--- config.mk ---
export PLATFORM = sky130hd
export DESIGN_NAME = xml_escape_utf8_encoder
export DESIGN_NICKNAME = d
export VERILOG_FILES = /design/src/sv/xesc_pkg.sv /design/src/sv/xml_escape_utf8_encoder.sv
export SDC_FILE = /design/constraint.sdc
export NUM_CORES = 1
export LEC_CHECK = 0
export BUFFER_PORTS_ARGS = -buffer_cell sky130_fd_sc_hd__buf_2
export CAP_MARGIN = 15
export CORE_MARGIN = 1.5
export CORE_UTILIZATION = 30
export CTS_CLUSTER_SIZE = 12
export DETAILED_ROUTE_END_ITERATION = 16
export PLACE_DENSITY_LB_ADDON = 0.15
export SLEW_MARGIN = 0
export SYNTH_ARGS = -nofsm -noshare
export SYNTH_HDL_FRONTEND = slang
export SYNTH_SLANG_ARGS = --single-unit
--- constraint.sdc ---
create_clock -name clk -period 4.9 [get_ports clk]
set_clock_uncertainty 0.2 [all_clocks]
set_input_delay 0.49 -clock clk [delete_from_list [all_inputs] [get_ports clk]]
set_output_delay 0.49 -clock clk [all_outputs]
set_load 0.01 [all_outputs]
--- src/sv/xesc_pkg.sv ---
// Package for the XML-escaping UTF-8 encoder: character classes, byte buffer
// type and the byte builder used by the pipeline.
// No dependencies.
package xesc_pkg;

    // Maximum bytes one code point can expand to
    localparam int unsigned MAX_BYTES = 6;

    // Character class decided in the first stage
    typedef enum logic [3:0] {
        CLS_DROP,
        CLS_EOS,
        CLS_LT,
        CLS_GT,
        CLS_AMP,
        CLS_APOS,
        CLS_QUOT,
        CLS_BR,
        CLS_ASCII,
        CLS_TWO,
        CLS_THREE
    } char_class_t;

    // Code points with special treatment
    localparam logic [20:0] CP_NEWLINE = 21'h00000A;
    localparam logic [20:0] CP_QUOT    = 21'h000022;
    localparam logic [20:0] CP_AMP     = 21'h000026;
    localparam logic [20:0] CP_APOS    = 21'h000027;
    localparam logic [20:0] CP_LT      = 21'h00003C;
    localparam logic [20:0] CP_GT      = 21'h00003E;
    localparam logic [20:0] CP_CTRL_LIMIT = 21'h000020;
    localparam logic [20:0] CP_ONE_LIMIT  = 21'h000080;
    localparam logic [20:0] CP_TWO_LIMIT  = 21'h000800;
    localparam logic [20:0] CP_BMP_MAX    = 21'h00FFFF;

    // UTF-8 lead and continuation marks
    localparam logic [7:0] LEAD_TWO   = 8'hC0;
    localparam logic [7:0] LEAD_THREE = 8'hE0;
    localparam logic [7:0] CONT_MARK  = 8'h80;

    // ASCII bytes for the entity text
    localparam logic [7:0] CH_AMP   = 8'h26;
    localparam logic [7:0] CH_SEMI  = 8'h3B;
    localparam logic [7:0] CH_LT    = 8'h3C;
    localparam logic [7:0] CH_GT    = 8'h3E;
    localparam logic [7:0] CH_SLASH = 8'h2F;
    localparam logic [7:0] CH_A     = 8'h61;
    localparam logic [7:0] CH_B     = 8'h62;
    localparam logic [7:0] CH_G     = 8'h67;
    localparam logic [7:0] CH_L     = 8'h6C;
    localparam logic [7:0] CH_M     = 8'h6D;
    localparam logic [7:0] CH_O     = 8'h6F;
    localparam logic [7:0] CH_P     = 8'h70;
    localparam logic [7:0] CH_Q     = 8'h71;
    localparam logic [7:0] CH_R     = 8'h72;
    localparam logic [7:0] CH_S     = 8'h73;
    localparam logic [7:0] CH_T     = 8'h74;
    localparam logic [7:0] CH_U     = 8'h75;
    localparam logic [7:0] CH_NUL   = 8'h00;

    // Byte buffer: entry 0 goes out first
    typedef logic [MAX_BYTES-1:0][7:0] byte_buf_t;
    typedef logic [2:0] byte_idx_t;

    typedef struct packed {
        byte_buf_t bytes;
        byte_idx_t last_idx;
    } byte_run_t;

    // Classify one input item
    function automatic char_class_t classify(
        input logic [20:0] cp,
        input logic        eos,
        input logic        allow_nl
    );
        char_class_t cls;
        if (eos)                     cls = CLS_EOS;
        else if (cp == CP_LT)        cls = CLS_LT;
        else if (cp == CP_GT)        cls = CLS_GT;
        else if (cp == CP_AMP)       cls = CLS_AMP;
        else if (cp == CP_APOS)      cls = CLS_APOS;
        else if (cp == CP_QUOT)      cls = CLS_QUOT;
        else if (cp == CP_NEWLINE)   cls = allow_nl ? CLS_BR : CLS_DROP;
        else if (cp < CP_CTRL_LIMIT) cls = CLS_DROP;
        else if (cp < CP_ONE_LIMIT)  cls = CLS_ASCII;
        else if (cp < CP_TWO_LIMIT)  cls = CLS_TWO;
        else if (cp <= CP_BMP_MAX)   cls = CLS_THREE;
        else                         cls = CLS_DROP;
        return cls;
    endfunction

    // Expand a class and the low 16 code point bits into the byte run
    function automatic byte_run_t build_run(
        input char_class_t cls,
        input logic [15:0] cp
    );
        byte_run_t run;
        run.bytes    = '0;
        run.last_idx = 3'd0;
        case (cls)
            CLS_EOS:
            begin
                run.bytes[0] = CH_NUL;
                run.last_idx = 3'd0;
            end
            CLS_LT:
            begin
                run.bytes[0] = CH_AMP;
                run.bytes[1] = CH_L;
                run.bytes[2] = CH_T;
                run.bytes[3] = CH_SEMI;
                run.last_idx = 3'd3;
            end
            CLS_GT:
            begin
                run.bytes[0] = CH_AMP;
                run.bytes[1] = CH_G;
                run.bytes[2] = CH_T;
                run.bytes[3] = CH_SEMI;
                run.last_idx = 3'd3;
            end
            CLS_AMP:
            begin
                run.bytes[0] = CH_AMP;
                run.bytes[1] = CH_A;
                run.bytes[2] = CH_M;
                run.bytes[3] = CH_P;
                run.bytes[4] = CH_SEMI;
                run.last_idx = 3'd4;
            end
            CLS_APOS:
            begin
                run.bytes[0] = CH_AMP;
                run.bytes[1] = CH_A;
                run.bytes[2] = CH_P;
                run.bytes[3] = CH_O;
                run.bytes[4] = CH_S;
                run.bytes[5] = CH_SEMI;
                run.last_idx = 3'd5;
            end
            CLS_QUOT:
            begin
                run.bytes[0] = CH_AMP;
                run.bytes[1] = CH_Q;
                run.bytes[2] = CH_U;
                run.bytes[3] = CH_O;
                run.bytes[4] = CH_T;
                run.bytes[5] = CH_SEMI;
                run.last_idx = 3'd5;
            end
            CLS_BR:
            begin
                run.bytes[0] = CH_LT;
                run.bytes[1] = CH_B;
                run.bytes[2] = CH_R;
                run.bytes[3] = CH_SLASH;
                run.bytes[4] = CH_GT;
                run.last_idx = 3'd4;
            end
            CLS_ASCII:
            begin
                run.bytes[0] = {1'b0, cp[6:0]};
                run.last_idx = 3'd0;
            end
            CLS_TWO:
            begin
                run.bytes[0] = LEAD_TWO | {3'b000, cp[10:6]};
                run.bytes[1] = CONT_MARK | {2'b00, cp[5:0]};
                run.last_idx = 3'd1;
            end
            CLS_THREE:
            begin
                run.bytes[0] = LEAD_THREE | {4'b0000, cp[15:12]};
                run.bytes[1] = CONT_MARK | {2'b00, cp[11:6]};
                run.bytes[2] = CONT_MARK | {2'b00, cp[5:0]};
                run.last_idx = 3'd2;
            end
            default:
            begin
                run.bytes    = '0;
                run.last_idx = 3'd0;
            end
        endcase
        return run;
    endfunction

endpackage

--- src/sv/xml_escape_utf8_encoder.sv ---
// Path: each item passes the classify, build and serialise registers in that
// order to the first output byte, then one byte per cycle while out_stall is low.
// Throughput: one code point per cycle when each yields one byte and out_stall
// is low; an item producing n bytes (up to 6) holds the output port until its
// last byte is taken. Dropped characters are taken at the input and occupy no stage.
// Reset: all valid bits clear, the newline-allow register returns to 1.
// Top level of the XML-escaping UTF-8 encoder; three-stage pipeline.
// Depends on xesc_pkg.
module xml_escape_utf8_encoder
    import xesc_pkg::*;
(
    input  logic        clk,
    input  logic        rst_n,
    // configuration write
    input  logic        cfg_valid,
    output logic        cfg_ready,
    input  logic        allow_newlines,
    // code point input
    input  logic        in_valid,
    output logic        in_stall,
    input  logic [20:0] code_point,
    input  logic        end_of_string,
    // byte output
    output logic        out_valid,
    input  logic        out_stall,
    output logic [7:0]  out_byte,
    output logic        last_of_run
);

    logic        allow_nl_reg;

    // stage A: class and code point bits
    logic        a_valid_reg, a_valid_next;
    char_class_t a_cls_reg;
    logic [15:0] a_cp_reg;

    // stage B: built byte run
    logic        b_valid_reg, b_valid_next;
    byte_run_t   b_run_reg;

    // stage C: serialiser / output register
    logic        ser_valid_reg, ser_valid_next;
    byte_buf_t   ser_bytes_reg;
    byte_idx_t   ser_last_reg;
    byte_idx_t   ser_idx_reg, ser_idx_next;

    logic        a_ready, b_ready, ser_free, ser_at_last;
    char_class_t in_cls;

    // Configuration register, always writable
    assign cfg_ready = 1'b1;

    always_ff @(posedge clk or negedge rst_n)
    begin
        if (!rst_n)
            allow_nl_reg <= 1'b1;
        else if (cfg_valid && cfg_ready)
            allow_nl_reg <= allow_newlines;
    end

    // Handshake chain
    assign ser_at_last = (ser_idx_reg == ser_last_reg);
    assign ser_free    = !ser_valid_reg || (!out_stall && ser_at_last);
    assign b_ready     = !b_valid_reg || ser_free;
    assign a_ready     = !a_valid_reg || b_ready;
    assign in_stall    = !a_ready;

    // Stage A: classify; dropped characters are taken but not passed on
    assign in_cls = classify(code_point, end_of_string, allow_nl_reg);

    always_comb
    begin
        a_valid_next = a_valid_reg;
        if (a_ready)
            a_valid_next = in_valid && (in_cls != CLS_DROP);
    end

    always_ff @(posedge clk or negedge rst_n)
    begin
        if (!rst_n)
            a_valid_reg <= 1'b0;
        else
            a_valid_reg <= a_valid_next;
    end

    always_ff @(posedge clk)
    begin
        if (a_ready && in_valid)
        begin
            a_cls_reg <= in_cls;
            a_cp_reg  <= code_point[15:0];
        end
    end

    // Stage B: expand to byte run
    always_comb
    begin
        b_valid_next = b_valid_reg;
        if (b_ready)
            b_valid_next = a_valid_reg;
    end

    always_ff @(posedge clk or negedge rst_n)
    begin
        if (!rst_n)
            b_valid_reg <= 1'b0;
        else
            b_valid_reg <= b_valid_next;
    end

    always_ff @(posedge clk)
    begin
        if (b_ready && a_valid_reg)
            b_run_reg <= build_run(a_cls_reg, a_cp_reg);
    end

    // Stage C: step through the run one byte per output transaction
    always_comb
    begin
        ser_valid_next = ser_valid_reg;
        ser_idx_next   = ser_idx_reg;
        if (ser_free)
        begin
            ser_valid_next = b_valid_reg;
            ser_idx_next   = 3'd0;
        end
        else if (!out_stall)
        begin
            ser_idx_next = ser_idx_reg + 3'd1;
        end
    end

    always_ff @(posedge clk or negedge rst_n)
    begin
        if (!rst_n)
        begin
            ser_valid_reg <= 1'b0;
            ser_idx_reg   <= 3'd0;
        end
        else
        begin
            ser_valid_reg <= ser_valid_next;
            ser_idx_reg   <= ser_idx_next;
        end
    end

    always_ff @(posedge clk)
    begin
        if (ser_free && b_valid_reg)
        begin
            ser_bytes_reg <= b_run_reg.bytes;
            ser_last_reg  <= b_run_reg.last_idx;
        end
    end

    // Output port
    assign out_valid   = ser_valid_reg;
    assign out_byte    = ser_bytes_reg[ser_idx_reg];
    assign last_of_run = ser_at_last;

    // Byte index never runs past the end of its run
    assert property (@(posedge clk) disable iff (!rst_n)
        ser_valid_reg |-> (ser_idx_reg <= ser_last_reg))
        else $error("serialiser index beyond last byte");

    // A run never exceeds the buffer
    assert property (@(posedge clk) disable iff (!rst_n)
        ser_valid_reg |-> (ser_last_reg <= 3'd5))
        else $error("byte run longer than buffer");

    // A byte taken that is not the last is followed by the next byte of the run
    assert property (@(posedge clk) disable iff (!rst_n)
        (out_valid && !out_stall && !last_of_run) |=>
            (out_valid && ser_idx_reg == $past(ser_idx_reg) + 3'd1))
        else $error("run broken before its last byte");

    // After the last byte, any new run starts at its first byte
    assert property (@(posedge clk) disable iff (!rst_n)
        (out_valid && !out_stall && last_of_run) |=>
            (!out_valid || ser_idx_reg == 3'd0))
        else $error("new run not started at first byte");

    // Input is held off only while stages A, B and the serialiser are all occupied
    assert property (@(posedge clk) disable iff (!rst_n)
        in_stall |-> (a_valid_reg && b_valid_reg && ser_valid_reg))
        else $error("input stalled with room in the pipeline");

endmodule
# --- After elaboration in Yosys (flattened, before gate mapping) ---
# Cells that the tools add are included.
word_totals:
  reg_bits: 129
  latch_bits: 0
  ram_bits: 0
  mem_bits_ro: 0
  in_bits: 28
  mem_count: 0
op_classes:
  add_sub_neg: 1
  multipliers: 0
  div_mod_pow: 0
  magnitude_cmp: 5
  eq_ne: 17
  shifts: 0
  muxes: 22
  n_bitwise: 0
  reduce_logical: 17
op_table:
  columns: ["operator", "n"]
  rows:
  - ["$eq 21x6->1 const B", 5]
  - ["$pmux 11 s7", 1]
  - ["$pmux 7 s4", 2]
  - ["$pmux 8 s7", 1]
  - ["$pmux 8 s6", 1]
  - ["$mux 4", 11]
  - ["$bmux 8 s3", 1]
  - ["$eq 21x4->1 const B", 1]
  - ["$le 21x16->1 const B", 1]
  - ["$lt 21x12->1 const B", 1]
  - ["$lt 21x6->1 const B", 1]
  - ["$lt 21x8->1 const B", 1]
  - ["$eq 4x3->1 const B", 4]
  - ["$eq 4x4->1 const B", 3]
  - ["$mux 3", 3]
  - ["$eq 4x2->1 const B", 2]
  - ["$mux 8", 1]
  - ["$mux 6", 1]
  - ["$reduce_or 2->1", 3]
  - ["$logic_and 1x1->1", 5]
  - ["$logic_not 1->1", 5]
  - ["$lt 3x4->1 const B", 1]
  - ["$reduce_bool 4->1", 1]
  - ["$add 3x1->3 const B", 1]
  - ["other kinds (3)", 5]

# --- Logic depth before layout (Yosys ltp) ---
depth:
  depth_word: 14
  mapped_depth: 7

# --- Least setup slack after synthesis ---
# No wires, ideal clock.
synth_path:
  path_type: "register -> register"
  from: "register ser_idx_reg[0]"
  to: "register ser_bytes_reg[0] (netlist name) (enable)"
  setup_time_ns: 0.438
  arrival_time_ns: 3.258
  required_ns: 4.262
  slack_ns: 1.004
  stages_incl_launch_ff: 6
  n_path_buf: 1
  synth_period_minus_slack_ns: 3.896
  cell_sequence: "dfrtp_1 > buf_2 > xor2_1 > nor3_1 > a21boi_0 > nor2b_1"
synth_via:
  elab_chain_len: 4
synth_rtl:
  columns: ["element", "line_no", "rtl"]
  rows:
  - ["from (decl)", "xml_escape_utf8_encoder.sv:45", "byte_idx_t ser_idx_reg, ser_idx_next;"]
  - ["from (signal assigned)", "xml_escape_utf8_encoder.sv:143", "ser_idx_reg <= ser_idx_next;"]
  - ["$eq 3x3->1", "xml_escape_utf8_encoder.sv:62", "assign ser_at_last = (ser_idx_reg == ser_last_reg);"]
  - ["via last_of_run", "xml_escape_utf8_encoder.sv:27", "output logic last_of_run"]
  - ["$logic_and 1x1->1", "xml_escape_utf8_encoder.sv:63", "assign ser_free = !ser_valid_reg || (!out_stall && ser_at_last);"]
  - ["$logic_or 1x1->1", "xml_escape_utf8_encoder.sv:63", null]
  - ["$logic_and 1x1->1", "xml_escape_utf8_encoder.sv:149", "if (ser_free && b_valid_reg)"]
  - ["to (signal assigned)", "xml_escape_utf8_encoder.sv:151", "ser_bytes_reg <= b_run_reg.bytes;"]
  - ["to (decl)", "xml_escape_utf8_encoder.sv:43", "byte_buf_t ser_bytes_reg;"]
# The timed path passes the listed nets, and every way through them passes these cells.
# A chain may end at the register's enable or synchronous reset.

# --- Final worst setup path ---
layout_path:
  from: "register ser_idx_reg[1]"
  to: "output port in_stall"
layout_via:
  elab_chain_len: 6
layout_rtl:
  columns: ["element", "line_no", "rtl"]
  rows:
  - ["$eq 3x3->1", "xml_escape_utf8_encoder.sv:62", null]
  - ["$logic_and 1x1->1", "xml_escape_utf8_encoder.sv:63", null]
  - ["$logic_or 1x1->1", "xml_escape_utf8_encoder.sv:63", null]
  - ["$logic_or 1x1->1", "xml_escape_utf8_encoder.sv:64", "assign b_ready = !b_valid_reg || ser_free;"]
  - ["$logic_or 1x1->1", "xml_escape_utf8_encoder.sv:65", "assign a_ready = !a_valid_reg || b_ready;"]
  - ["$logic_not 1->1", "xml_escape_utf8_encoder.sv:66", "assign in_stall = !a_ready;"]
  - ["to (decl)", "xml_escape_utf8_encoder.sv:20", "output logic in_stall,"]
# Every way passes these cells.

==> impl_metrics.csv <==
group,metric,value,unit
status,status,"finished, final reports clean",
synthesis,seq_area_frac_synth,69.5,%
clock_tree,cts_htree_levels,3,
routing,drcViolationCount,0,
timing,tns,0,ps
final_layout,fin_nets,380,
power,p_per_area,550,mW/mm^2
routing,wl,8920,microns
place,gp_congestion,0.763,
worst_setup_path,r2r-end,"ser_bytes_reg[35]",
worst_setup_path,rrSetupSlack,1690,ps
synthesis,synth_edf_count,96,
synthesis,synth_top_area_share,65.5,%
routing,num_vias,2543,
place,placed_cell_area,0.00480,sq mm
worst_setup_path,path_class,"reg -> out",
clock_tree,clkTransAtPathRegs,70,ps
global_route,grt_pass1_vias,2549,
floorplanning,die_y,124,microns
timing,setup_ws,1620,ps
global_route,grt_max_degree,39,
timing,rsz0062_at_grt,"false",
global_route,antenna_found_initial,0,
floorplanning,io_pins,40,
worst_setup_path,arrival,2590,ps
floorplanning,initial_core_util,30.5,%
synthesis,post_synth_num_cell_types,52,
clock_tree,clock_latency,350,ps
place,place_hpwl,6490,microns
clock_tree,numCtsBuffers,9,
timing,period_needed,3280,ps
synthesis,synthFlopType,"edfxtp_1",
worst_setup_path,crit_fanout,14,
final_layout,largest_reg_flops,38,
timing,fmax,0.305,GHz
timing,slew_headroom,31.3,%
place,io_buffers,38,
hold_path,holdCritStartpoint,"code_point[10]",
worst_setup_path,required,4210,ps
floorplanning,rows,44,
synthesis,yosysTopAreaCell,"edfxtp_1",
synthesis,yosys-top-cells-count,"96 x edfxtp_1, 31 x nor2_1, 17 x o21ai_0",
synthesis,yosysWarnings,0,
timing,hold-worst-slack,134,ps
worst_setup_path,r2r_start,"ser_idx_reg[1]",
final_layout,design_area,0.00514,sq mm
place,dp_slack,1620,ps
worst_setup_path,worstSetupEndpointType,"output port",
worst_setup_path,crit_start,"ser_idx_reg[1]",
hold_path,holdPathEnd,"a_cp_reg[10]",
final_layout,drive_above_1_share,24.2,%
final_layout,synthToLayoutAreaGrowth,16.8,%
clock_tree,ctsResizeCount,0,
power,power_leakage,0.00183,uW
run,maxCapViolations,0,
final_layout,antennaDiodeCount,0,
power,ir_drop,182,uV
timing,setup_viol,0,
floorplanning,dieArea,0.0154,sq mm
synthesis,yosysMostFrequentCell,"edfxtp_1",
floorplanning,fp.dieW,124,microns
global_route,grtUsageTotal,12.6,%
timing,period_share,66.8,%
global_route,grt_pass1_wl,14100,microns
hold_path,hold_depth,1,
synthesis,syn_area_per_cell,14.1,sq um
synthesis,synthesis.nets,341,
clock_tree,cts_tree,"done",
worst_setup_path,ff2ff_path_depth,4,
timing,tightest_slew,1030,ps
clock_tree,cts_buffer_depth,2,
clock_tree,clkSinkCount,103,
floorplanning,coreArea,0.0144,sq mm
synthesis,netlist_top_cells_area,"edfxtp_1 66%, mux4_2 3.6%, dfrtp_1 3.4%",
timing,final_hold_viol_count,0,
synthesis,synth-seq-cells,103,
routing,ant_nets,0,
synthesis,postSynthCellCount,312,
routing,routedWlPerCell,16.5,microns
routing,firstDrtPassIters,4,
synthesis,synthArstFlopShare,6.80,%
global_route,globalRouteOverflowTotal,0,
worst_setup_path,start_kind,"flip-flop",
timing,slew_violations,0,
clock_tree,root_buffer,"clkbuf_16",
hold_path,hp-class,"in -> reg",
final_layout,final_core_util,35.6,%
routing,drtIter0Drc,206,
routing,viasPerCell,4.71,
synthesis,netlist_area,0.00440,sq mm
==> where the power goes <==
group	total (uW)	switching [uW]	internal, uW
Clock	791	332	459
Sequential	1360	127	1230
Combinational	676	409	267
==> routing by layer <==
layer	routed length (microns)	part of all wire [%]	vias up	GRT usage [%]
met5	0	0	-	0
met4	84	0.94	0	3.20
met3	411	4.6	9	3.53
met2	4090	46	61	19.4
met1	4330	49	1221	17.7
li1	-	-	1252	-
==> worst max path at each step <==
stage / endpoint / slack [ps]
after CTS: in_stall / 1540
after detailed placement: ser_bytes_reg[29] / 1620
after global placement: ser_bytes_reg[20] / 1690
after floorplan: ser_bytes_reg[0] / 1000
final: in_stall / 1620
after global routing: ser_bytes_reg[37] / 1390
==> cell families (layout without fill, tap and decap cells) <==
| logic type | after synthesis | after routing | synth area share [%] |
|---|---|---|---|
| buf+inv | 29 | 73 | 2.59 |
| compound gates | 61 | 61 | 9.19 |
| simple gates | 99 | 99 | 12.3 |
| flops | 103 | 103 | 69.5 |
| fa+ha+maj | 1 | 1 | 0.284 |
| other cells | 1 | 1 | 0.0852 |
| xor+xnor | 3 | 3 | 0.597 |
| mux | 15 | 15 | 5.46 |
==> what timing repair did <==
item,in CTS,in global routing
hold buffers,1,0
hold endpoints to repair,6,0
setup buffers,0,0
==> through the flow <==
| stage | total power, uW | std cells |
|---|---|---|
| after floorplan | 1810 | 312 |
| after global placement | 2070 | 523 |
| after detailed placement | 2080 | 523 |
| after CTS | 2870 | 540 |
| after global routing | 2990 | 540 |
| final | 2830 | 540 |
==> final cells by class <==
class	count	area, sq um
fillers	1420	9280
flip-flops and latches	103	3060
multi-input cells	180	1230
repair buffers	43	230
well taps	184	230
clock buffers	9	225
clock inverters	7	109
inverters	14	52.6
==> worst max-delay path, stage by stage, from the launching register on <==
cell      delay, ps
dfrtp_1         590
xor2_1          250
nor3_1          480
a21boi_0        390
and3_2          370
buf_2           150
==> placed cells by master, fill, tap and decap left out, types with 3 or more instances in the layout <==
master     instances
edfxtp_1          96
buf_2             38
nor2_1            31
o21ai_0           17
nand2_1           14
inv_1             13
a21oi_1           12
nand3_1            9
clkbuf_16          9
nor2b_1            8
mux4_2             7
mux2i_1            6
o22ai_1            6
dfrtp_1            6
and2_1             5
a31oi_1            5
nor3_1             5
nand2b_1           4
or2_2              4
a32oi_1            4
a21o_1             4
buf_4              4
xor2_1             3
Power figures use the tool's default switching activity.
